### config.mk
export PLATFORM = sky130hd
export DESIGN_NAME = crc_codeword_checker_unpacker
export DESIGN_NICKNAME = d
export VERILOG_FILES = /design/src/rtl/ccu_pkg.sv /design/src/rtl/ccu_front.sv /design/src/rtl/ccu_back.sv /design/src/rtl/crc_codeword_checker_unpacker.sv
export SDC_FILE = /design/constraint.sdc
export NUM_CORES = 2
export LEC_CHECK = 0
export BUFFER_PORTS_ARGS = -buffer_cell sky130_fd_sc_hd__clkbuf_2
export CORE_ASPECT_RATIO = 0.8
export CORE_MARGIN = 2
export CORE_UTILIZATION = 55
export DETAILED_ROUTE_END_ITERATION = 7
export PLACE_DENSITY = 0.7
export SLEW_MARGIN = 20
export SYNTH_ARGS = -nofsm -noshare
export SYNTH_HDL_FRONTEND = slang
export SYNTH_SLANG_ARGS = --single-unit
export TNS_END_PERCENT = 30
### constraint.sdc
create_clock -name i_clk -period 28.4 [get_ports i_clk]
set_input_delay 5.68 -clock i_clk [delete_from_list [all_inputs] [get_ports i_clk]]
set_output_delay 5.68 -clock i_clk [all_outputs]
set_load 0.1 [all_outputs]
### src/rtl/ccu_pkg.sv
// Package for the CRC codeword checker / unpacker: payload structs, config
// constants and the shared check and repack functions.
// No dependencies; imported by every module of the block.
`default_nettype none

package ccu_pkg;

    // Widest generator and derived widths
    localparam int MAX_GEN_BITS = 16;
    localparam int MAX_DATA_BITS = 8;
    localparam int CW_W = MAX_GEN_BITS + MAX_DATA_BITS - 1;
    localparam int LEN_W = $clog2(CW_W + 1);
    localparam int GLEN_W = 5;
    localparam int DLEN_W = 4;
    localparam int CNT_W = 32;

    // Config register indexes
    localparam int CFG_IDX_W = 2;
    localparam logic [CFG_IDX_W-1:0] CFG_IDX_POLY = 2'd0;
    localparam logic [CFG_IDX_W-1:0] CFG_IDX_GLEN = 2'd1;
    localparam logic [CFG_IDX_W-1:0] CFG_IDX_DLEN = 2'd2;

    // Config register reset values
    localparam logic [MAX_GEN_BITS-1:0] POLY_RST = 16'd11;
    localparam logic [GLEN_W-1:0] GLEN_RST = 5'd4;
    localparam logic [DLEN_W-1:0] DLEN_RST = 4'd4;

    typedef struct packed {
        logic [7:0] in_byte;
        logic       is_header;
    } t_in_item;

    typedef struct packed {
        logic             byte_ready;
        logic [7:0]       out_byte;
        logic [CNT_W-1:0] codeword_total;
        logic [CNT_W-1:0] codeword_errors;
    } t_out_item;

    // Clamped, ready-to-use configuration
    typedef struct packed {
        logic [MAX_GEN_BITS-1:0] poly;
        logic [GLEN_W-1:0]       glen;
        logic [DLEN_W-1:0]       dlen;
        logic [LEN_W-1:0]        cwlen;
    } t_cfg;

    // One byte's worth of work handed from front to back
    typedef struct packed {
        logic            is_header;
        logic            cw0_vld;
        logic [CW_W-1:0] cw0;
        logic            cw1_vld;
        logic [CW_W-1:0] cw1;
    } t_cw_entry;

    typedef struct packed {
        logic [7:0] pbuf;
        logic [2:0] cnt;
        logic       emit;
        logic [7:0] byte_val;
    } t_pack;

    function automatic logic [GLEN_W-1:0] glen_clamp(input logic [GLEN_W-1:0] v);
        logic [GLEN_W-1:0] r;
        r = v;
        if (v < GLEN_W'(2)) r = GLEN_W'(2);
        if (v > GLEN_W'(MAX_GEN_BITS)) r = GLEN_W'(MAX_GEN_BITS);
        return r;
    endfunction

    function automatic logic [DLEN_W-1:0] dlen_clamp(input logic [DLEN_W-1:0] v);
        logic [DLEN_W-1:0] r;
        r = v;
        if (v < DLEN_W'(4)) r = DLEN_W'(4);
        if (v > DLEN_W'(MAX_DATA_BITS)) r = DLEN_W'(MAX_DATA_BITS);
        return r;
    endfunction

    // Mask of the low len bits; len equal to CW_W wraps to all ones
    function automatic logic [CW_W-1:0] len_mask(input logic [LEN_W-1:0] len);
        return (CW_W'(1) << len) - CW_W'(1);
    endfunction

    // Mod-2 long division; true when the remainder is nonzero
    function automatic logic crc_nonzero(input logic [CW_W-1:0] cw,
                                         input t_cfg cfg);
        logic [CW_W-1:0] r;
        logic [CW_W-1:0] gen;
        logic [LEN_W-1:0] top;
        r = cw;
        gen = CW_W'(cfg.poly) & ((CW_W'(1) << cfg.glen) - CW_W'(1));
        for (int i = MAX_DATA_BITS; i >= 1; i--) begin
            top = LEN_W'(i) + LEN_W'(cfg.glen) - LEN_W'(2);
            if (DLEN_W'(i) <= cfg.dlen && r[top]) begin
                r = r ^ (gen << (i - 1));
            end
        end
        return |r;
    endfunction

    // Dataword is the upper dlen bits of the codeword
    function automatic logic [7:0] cw_data(input logic [CW_W-1:0] cw, input t_cfg cfg);
        logic [CW_W-1:0] s;
        logic [8:0] m;
        s = cw >> (cfg.glen - GLEN_W'(1));
        m = (9'd1 << cfg.dlen) - 9'd1;
        return s[7:0] & m[7:0];
    endfunction

    // Append dlen data bits to the pack buffer, emit a byte when 8 are held
    function automatic t_pack pack_step(input logic [7:0] pbuf, input logic [2:0] cnt,
                                        input logic [7:0] data, input logic [DLEN_W-1:0] d);
        t_pack p;
        logic [15:0] comb;
        logic [3:0] tot;
        logic [15:0] keep;
        comb = ({8'd0, pbuf} << d) | {8'd0, data};
        tot = {1'b0, cnt} + d;
        p = '0;
        if (tot >= 4'd8) begin
            p.emit = 1'b1;
            p.byte_val = 8'(comb >> (tot - 4'd8));
            p.cnt = 3'(tot - 4'd8);
            keep = comb & ((16'd1 << p.cnt) - 16'd1);
            p.pbuf = keep[7:0];
        end else begin
            p.cnt = tot[2:0];
            p.pbuf = comb[7:0];
        end
        return p;
    endfunction

    function automatic logic [CNT_W-1:0] sat_inc(input logic [CNT_W-1:0] v, input logic en);
        return (en && v != '1) ? v + CNT_W'(1) : v;
    endfunction

endpackage

`default_nettype wire

### src/rtl/ccu_front.sv
// Front part: accepts stream bytes, skips pad bits, assembles codewords and
// queues up to two finished codewords per byte for the back part.
// Depends on ccu_pkg.
`default_nettype none

module ccu_front
    import ccu_pkg::*;
(
    input  wire logic      i_clk,
    input  wire logic      i_rst_n,
    input  wire logic      push,
    output logic           full,
    input  wire t_in_item  i_item,
    input  wire t_cfg      i_cfg,
    input  wire logic      i_mq_pop,
    output logic           o_mq_empty,
    output t_cw_entry      o_mq_head
);

    logic [CW_W-1:0]  r_shift, n_shift;
    logic [LEN_W-1:0] r_idx, n_idx;
    logic [2:0]       r_pad, n_pad;
    t_cw_entry        n_ent;
    logic [CW_W-1:0]  lmask;

    t_cw_entry  r_mq [2];
    logic       r_wp, r_rp;
    logic [1:0] r_cnt;
    logic       accept;

    assign full = (r_cnt == 2'd2);
    assign o_mq_empty = (r_cnt == 2'd0);
    assign o_mq_head = r_mq[r_rp];
    assign accept = push && !full;
    assign lmask = len_mask(i_cfg.cwlen);

    // Bit walk over one byte, MSB first
    always_comb begin
        n_shift = r_shift;
        n_idx = r_idx;
        n_pad = r_pad;
        n_ent = '0;
        n_ent.is_header = i_item.is_header;
        if (i_item.is_header) begin
            n_shift = '0;
            n_idx = '0;
            n_pad = i_item.in_byte[2:0];
        end else begin
            for (int b = 7; b >= 0; b--) begin
                if (n_pad != 3'd0) begin
                    n_pad = n_pad - 3'd1;
                end else begin
                    n_shift = ((n_shift << 1) | CW_W'(i_item.in_byte[3'(b)])) & lmask;
                    n_idx = n_idx + LEN_W'(1);
                    if (n_idx >= i_cfg.cwlen) begin
                        if (!n_ent.cw0_vld) begin
                            n_ent.cw0_vld = 1'b1;
                            n_ent.cw0 = n_shift;
                        end else begin
                            n_ent.cw1_vld = 1'b1;
                            n_ent.cw1 = n_shift;
                        end
                        n_idx = '0;
                        n_shift = '0;
                    end
                end
            end
        end
    end

    // Assembly state
    always_ff @(posedge i_clk) begin
        if (!i_rst_n) begin
            r_shift <= '0;
            r_idx <= '0;
            r_pad <= '0;
        end else if (accept) begin
            r_shift <= n_shift;
            r_idx <= n_idx;
            r_pad <= n_pad;
        end
    end

    // Two-entry queue toward the back part
    always_ff @(posedge i_clk) begin
        if (accept) begin
            r_mq[r_wp] <= n_ent;
        end
    end

    always_ff @(posedge i_clk) begin
        if (!i_rst_n) begin
            r_wp <= 1'b0;
            r_rp <= 1'b0;
            r_cnt <= 2'd0;
        end else begin
            if (accept) r_wp <= ~r_wp;
            if (i_mq_pop) r_rp <= ~r_rp;
            r_cnt <= r_cnt + 2'(accept) - 2'(i_mq_pop);
        end
    end

endmodule

`default_nettype wire

### src/rtl/ccu_back.sv
// Back part: checks queued codewords, keeps the saturating counters, repacks
// datawords into bytes and queues one result per input byte.
// Depends on ccu_pkg.
`default_nettype none

module ccu_back
    import ccu_pkg::*;
(
    input  wire logic      i_clk,
    input  wire logic      i_rst_n,
    input  wire t_cfg      i_cfg,
    input  wire logic      i_mq_empty,
    input  wire t_cw_entry i_mq_head,
    output logic           o_mq_pop,
    output logic           empty,
    input  wire logic      pop,
    output t_out_item      o_item
);

    logic [7:0]       r_pbuf;
    logic [2:0]       r_pcnt;
    logic [CNT_W-1:0] r_tot, r_err;
    t_pack            pk0, pk1, pk;
    logic [CNT_W-1:0] n_tot, n_err;
    t_out_item        n_res;

    t_out_item  r_oq [2];
    logic       r_wp, r_rp;
    logic [1:0] r_cnt;
    logic       take, deq;

    assign take = !i_mq_empty && (r_cnt != 2'd2);
    assign o_mq_pop = take;
    assign empty = (r_cnt == 2'd0);
    assign deq = pop && !empty;
    assign o_item = r_oq[r_rp];

    // Check, count and repack one entry
    always_comb begin
        pk0 = pack_step(r_pbuf, r_pcnt, cw_data(i_mq_head.cw0, i_cfg), i_cfg.dlen);
        if (!i_mq_head.cw0_vld) begin
            pk0 = '0;
            pk0.pbuf = r_pbuf;
            pk0.cnt = r_pcnt;
        end
        pk1 = pack_step(pk0.pbuf, pk0.cnt, cw_data(i_mq_head.cw1, i_cfg), i_cfg.dlen);
        pk = pk1;
        if (!i_mq_head.cw1_vld) begin
            pk = pk0;
        end else if (!pk1.emit) begin
            pk.emit = pk0.emit;
            pk.byte_val = pk0.byte_val;
        end
        n_tot = sat_inc(sat_inc(r_tot, i_mq_head.cw0_vld), i_mq_head.cw1_vld);
        n_err = sat_inc(sat_inc(r_err,
                    i_mq_head.cw0_vld && crc_nonzero(i_mq_head.cw0, i_cfg)),
                    i_mq_head.cw1_vld && crc_nonzero(i_mq_head.cw1, i_cfg));
        if (i_mq_head.is_header) begin
            pk = '0;
            n_tot = '0;
            n_err = '0;
        end
        n_res.byte_ready = pk.emit;
        n_res.out_byte = pk.emit ? pk.byte_val : 8'd0;
        n_res.codeword_total = n_tot;
        n_res.codeword_errors = n_err;
    end

    // Running pack and counter state
    always_ff @(posedge i_clk) begin
        if (!i_rst_n) begin
            r_pbuf <= '0;
            r_pcnt <= '0;
            r_tot <= '0;
            r_err <= '0;
        end else if (take) begin
            r_pbuf <= pk.pbuf;
            r_pcnt <= pk.cnt;
            r_tot <= n_tot;
            r_err <= n_err;
        end
    end

    // Two-entry result queue
    always_ff @(posedge i_clk) begin
        if (take) begin
            r_oq[r_wp] <= n_res;
        end
    end

    always_ff @(posedge i_clk) begin
        if (!i_rst_n) begin
            r_wp <= 1'b0;
            r_rp <= 1'b0;
            r_cnt <= 2'd0;
        end else begin
            if (take) r_wp <= ~r_wp;
            if (deq) r_rp <= ~r_rp;
            r_cnt <= r_cnt + 2'(take) - 2'(deq);
        end
    end

endmodule

`default_nettype wire

### src/rtl/crc_codeword_checker_unpacker.sv
// CRC codeword checker and dataword unpacker, top level.
// Holds the config registers; instantiates ccu_front and ccu_back (ccu_pkg).
//
// Usage:
//   Input channel: present a byte on i_in with push; it is taken on a clock
//   edge where push is high and full is low. is_header marks the stream's
//   first byte; its low three bits give the pad bits to skip, and it clears
//   the codeword assembly, the pack buffer and both counters.
//   Result channel: while empty is low, o_out carries the oldest result;
//   it is taken on an edge where pop is high. Every input byte gives exactly
//   one result: byte_ready/out_byte for a completed output byte, and the
//   running codeword_total and codeword_errors.
//   Config: write i_cfg_data to register i_cfg_idx with i_cfg_we, only while
//   the block holds no unfinished item.
// Timing: one byte per cycle sustained while the queues are not full. A byte
//   is registered in the front queue, then in the result queue, where it is
//   visible. The front bit walk and the back check/repack each finish one byte per cycle.
// Reset: synchronous, active low; clears queues and running state and loads
//   the config defaults (generator 0xB, length 4, dataword 4).
// Stall: two-entry queues sit between front and back and at the output; when
//   pop stays low they fill and full rises within four accepted bytes.
`default_nettype none

module crc_codeword_checker_unpacker
    import ccu_pkg::*;
(
    input  wire logic                   i_clk,
    input  wire logic                   i_rst_n,
    input  wire logic                   push,
    output logic                        full,
    input  wire t_in_item               i_in,
    output logic                        empty,
    input  wire logic                   pop,
    output t_out_item                   o_out,
    input  wire logic                   i_cfg_we,
    input  wire logic [CFG_IDX_W-1:0]   i_cfg_idx,
    input  wire logic [MAX_GEN_BITS-1:0] i_cfg_data
);

    logic [MAX_GEN_BITS-1:0] r_poly;
    logic [GLEN_W-1:0]       r_glen;
    logic [DLEN_W-1:0]       r_dlen;
    t_cfg                    cfg;
    logic                    mq_pop, mq_empty;
    t_cw_entry               mq_head;

    // Config registers
    always_ff @(posedge i_clk) begin
        if (!i_rst_n) begin
            r_poly <= POLY_RST;
            r_glen <= GLEN_RST;
            r_dlen <= DLEN_RST;
        end else if (i_cfg_we) begin
            unique case (i_cfg_idx)
                CFG_IDX_POLY: r_poly <= i_cfg_data;
                CFG_IDX_GLEN: r_glen <= i_cfg_data[GLEN_W-1:0];
                CFG_IDX_DLEN: r_dlen <= i_cfg_data[DLEN_W-1:0];
                default: ;
            endcase
        end
    end

    // Clamped view of the config
    always_comb begin
        cfg.poly = r_poly;
        cfg.glen = glen_clamp(r_glen);
        cfg.dlen = dlen_clamp(r_dlen);
        cfg.cwlen = LEN_W'(cfg.dlen) + LEN_W'(cfg.glen) - LEN_W'(1);
    end

    ccu_front u_front (
        .i_clk      (i_clk),
        .i_rst_n    (i_rst_n),
        .push       (push),
        .full       (full),
        .i_item     (i_in),
        .i_cfg      (cfg),
        .i_mq_pop   (mq_pop),
        .o_mq_empty (mq_empty),
        .o_mq_head  (mq_head)
    );

    ccu_back u_back (
        .i_clk      (i_clk),
        .i_rst_n    (i_rst_n),
        .i_cfg      (cfg),
        .i_mq_empty (mq_empty),
        .i_mq_head  (mq_head),
        .o_mq_pop   (mq_pop),
        .empty      (empty),
        .pop        (pop),
        .o_item     (o_out)
    );

endmodule

`default_nettype wire

==> impl_metrics.csv <==
group,metric,value,unit
clocking,cts_resized,0,
pwr,switching_share,0.6042,
grt,grt_use_total,0.4181,
grt,first_global_vias,41760,
critical_path,critPathLaunchType,"register",
clocking,htreeDepth,2,
logic_synthesis,synth_most_common_cell,"nor2_1",
logic_synthesis,synth.distinct_cells,141,
sta,clock_skew,0.04914,ns
floorplanning,rows,90,
route,vias_per_cell,7.023,
grt,grt_antenna_before_repair,0,
pwr,vdd_drop_max,449.0,uV
critical_path,slowest_stage,"o31ai_1",
sta,fmax,0.04496,GHz
sta,min_period_over_period,0.7832,
logic_synthesis,ys_warn_count,0,
route,vias,46130,
route,first_pass_iters,7,
sta,finalSetupTns,0,ns
critical_path,worstSetupPathType,"reg2reg",
sta,final_hold_viol_count,0,
cells_and_area,layout.nets,5647,
floorplanning,die_area,78940,sq um
floorplanning,pin_count,107,
placement,gp_congestion,1.054,
route,postRouteAntennaNets,0,
logic_synthesis,netlist_area,42180,sq um
logic_synthesis,yosysSeqAreaShare,0.2401,
logic_synthesis,ys_ff_latch,384,
clocking,cts_sinks,384,
route,avgRoutedWirePerCell,26.13,um
placement,io_buffers,102,
logic_synthesis,synth_edf_count,244,
logic_synthesis,yosys.area.top_type,"edfxtp_1",
sta,setup_viol_count_final,0,
pwr,clock_power_share,0.097,
route,met3WireLength,23.92,mm
logic_synthesis,synthCells,5623,
critical_path,worst_setup_path_end_kind,"register",
critical_path,arrival,22.56,ns
clocking,cts_tree,"done",
logic_synthesis,netlist_top_cells_area,"edfxtp_1 (17%), dfxtp_1 (6.6%), nor2_1 (6.2%), nand2_1 (5.9%), xnor2_1 (5.6%)",
critical_path,slowest_delay,0.76,ns
pwr,p_sw,0.003481,W
pwr,seqPwrFrac,0.138,
logic_synthesis,async_reset_ff_frac,0,
floorplanning,die_h,251.7,um
clocking,cts_made_buffers,41,
worst_hold_path,hp-class,"reg2reg",
grt,globalRouteOverflowTotal,0,
sta,fin_crit,22.24,ns
critical_path,required,28.72,ns
cells_and_area,final_cell_area,44990,sq um
flow_run,drv_cap,0,
critical_path,cp_max_fo,54,
grt,grt_max_degree,112,
route,wl_met2,68.69,mm
route,drc_errors,0,
route,drt-total-wl,171.7,mm
sta,drv_slew,0,
critical_path,crit_path_frequent_cell,"ha_1",
clocking,insertion_delay,0.61,ns
floorplanning,core,75670,sq um
grt,grt_pass1_wl,257.4,mm
pwr,pwr-share-comb,0.765,
placement,dp_hpwl,118.4,mm
route,drt_iter0_drc,7463,
logic_synthesis,ys.flop_type,"edfxtp_1",
clocking,cts_root_buf,"clkbuf_16",
clocking,holdBufCountCts,0,
cells_and_area,drive_gt1_frac,0.1071,
clocking,post-cts-setup-buffer-count,0,
route,wl_met1,67.54,mm
cells_and_area,area_delta_synth_final,6.656,%
pwr,pwr_density_cell,128.0,nW/um^2
logic_synthesis,synth_area_per_cell,7.502,sq um
sta,rsz0062_at_grt,"no",
clocking,cts.path.max_buffers,3,
floorplanning,start_util,0.5574,
run_status,run_status,"finished clean",
sta,worstMarginPinSlew,1.181,ns
floorplanning,die_w,313.6,um
clocking,clkSlewWorstSetupHoldPaths,0.06,ns
logic_synthesis,synth_top_area_share,0.1737,
route,top_layer,"met4",
placement,postPlaceCellArea,43580,sq um
sta,slew_headroom,0.2077,
pwr,power.leakage,15.32,nW
pwr,p_int,0.002280,W
logic_synthesis,synth_common_cells,"nor2_1 (693), nand2_1 (660), a21oi_1 (329)",
[layout by cell type, fill, tap and decap left out, drive strengths merged, types with 22 or more instances in the layout]
cell type,count
and3,65
mux2i,146
o32ai,26
or3,42
and2,88
a41oi,22
nand4,75
o221ai,25
a221oi,48
conb,40
o22ai,48
a31oi,103
a22oi,60
nor4,77
clkbuf,154
or2,23
or4,22
nand3,215
inv,103
o211ai,76
a21boi,66
dfxtp,140
nor2,699
edfxtp,244
ha,89
o31ai,54
a21oi,335
nand2b,40
a21o,31
buf,156
o21ai,340
o21a,32
a211oi,61
a211o,24
mux2,117
xor2,111
nand2,666
nor2b,53
nor3,200
xnor2,271
[worst paths after layout]
check / startpoint / end / slack (ns) / cells after the start
worst max-delay path: r_glen[4]$_SDFFE_PN0P_ / u_front.r_mq[1][25]$_DFFE_PP_ / 6.16 / 76
worst min-delay path: u_front.r_pad[0]$_SDFFE_PN0P_ / u_front.r_pad[0]$_SDFFE_PN0P_ / 0.49 / 2
worst max register to register: r_glen[4]$_SDFFE_PN0P_ / u_front.r_mq[1][25]$_DFFE_PP_ / 6.16 / 76
worst min register to register: u_front.r_pad[0]$_SDFFE_PN0P_ / u_front.r_pad[0]$_SDFFE_PN0P_ / 0.49 / 2
[layout make-up]
class	instances	area (sq um)
timing repair buffer	257	1687
tap	1012	1266
fill	7107	30680
multi-input combinational	4734	30110
clock inverter	22	282.8
antenna	1	2.502
clock buffer	53	1111
sequential	384	10140
inverter	105	396.6
[logic make-up (layout without fill, tap and decap cells)]
logic type | Yosys count | count (layout) | share of synthesized area
buffers and inverters | 543 | 437 | 0.05431
XOR/XNOR | 386 | 386 | 0.08234
adder cells (fa/ha/maj) | 103 | 103 | 0.03043
other | 2 | 41 | 0.0001780
flip-flops | 384 | 384 | 0.2401
AO/OA/AOI/OAI | 1615 | 1615 | 0.2657
AND/OR/NAND/NOR | 2320 | 2320 | 0.2571
multiplexers | 270 | 270 | 0.06988
[power by group through the flow]
stage / combinational, W / sequential, W / clock (W)
floorplan: 0.00304 / 0.000792 / 0
global placement: 0.00417 / 0.000801 / 0
detailed placement: 0.00421 / 0.000809 / 0
CTS: 0.00423 / 0.000797 / 0.000565
global route: 0.00463 / 0.000809 / 0.000585
finish: 0.00441 / 0.000798 / 0.000557
[registers in the layout (all words and copies together) (netlist names), 3 cells and up, named ones only]
register and flops:
r_glen 5, r_dlen 4, u_back.r_tot 32, u_front.r_shift 22
u_front.r_mq 98, u_front.r_pad 3, u_back.r_pbuf 8, u_front.r_idx 5
u_back.r_pcnt 3, u_back.r_err 32, u_back.r_oq 146, r_poly 16
[metal layers]
metal / track usage / vias to the layer above
met3: 0.1208 / 841
met5: 0.001843 / -
met1: 0.5670 / 21310
met2: 0.5968 / 3366
li1: - / 20620
met4: 0.2253 / 0
[critical path, delay by kind of cell, from the launching register on]
family | cells | cell delay, ns
AO/OA/AOI/OAI | 26 | 6.28
XOR/XNOR | 1 | 0.10
adder cells (fa/ha/maj) | 26 | 9.17
buffers and inverters | 9 | 1.69
flip-flops | 1 | 0.50
multiplexers | 1 | 0.28
AND/OR/NAND/NOR | 13 | 3.91
[per-stage QoR]
step                      hold WS (ns)  power [W]  utilization  instances  setup WS, ns
final                           0.4913   0.005761       0.5945       6568         6.158
after detailed placement        0.4835   0.005017       0.5759       6492         6.876
after floorplan                 0.4466   0.003834            -       5661         6.936
after global routing            0.5025   0.006019       0.5945       6567         5.316
after CTS                       0.4918   0.005588       0.5943       6567         6.810
after global placement          0.4625   0.004967       0.5757       6492         7.247
Note: power is estimated with default switching activity, not from simulation.
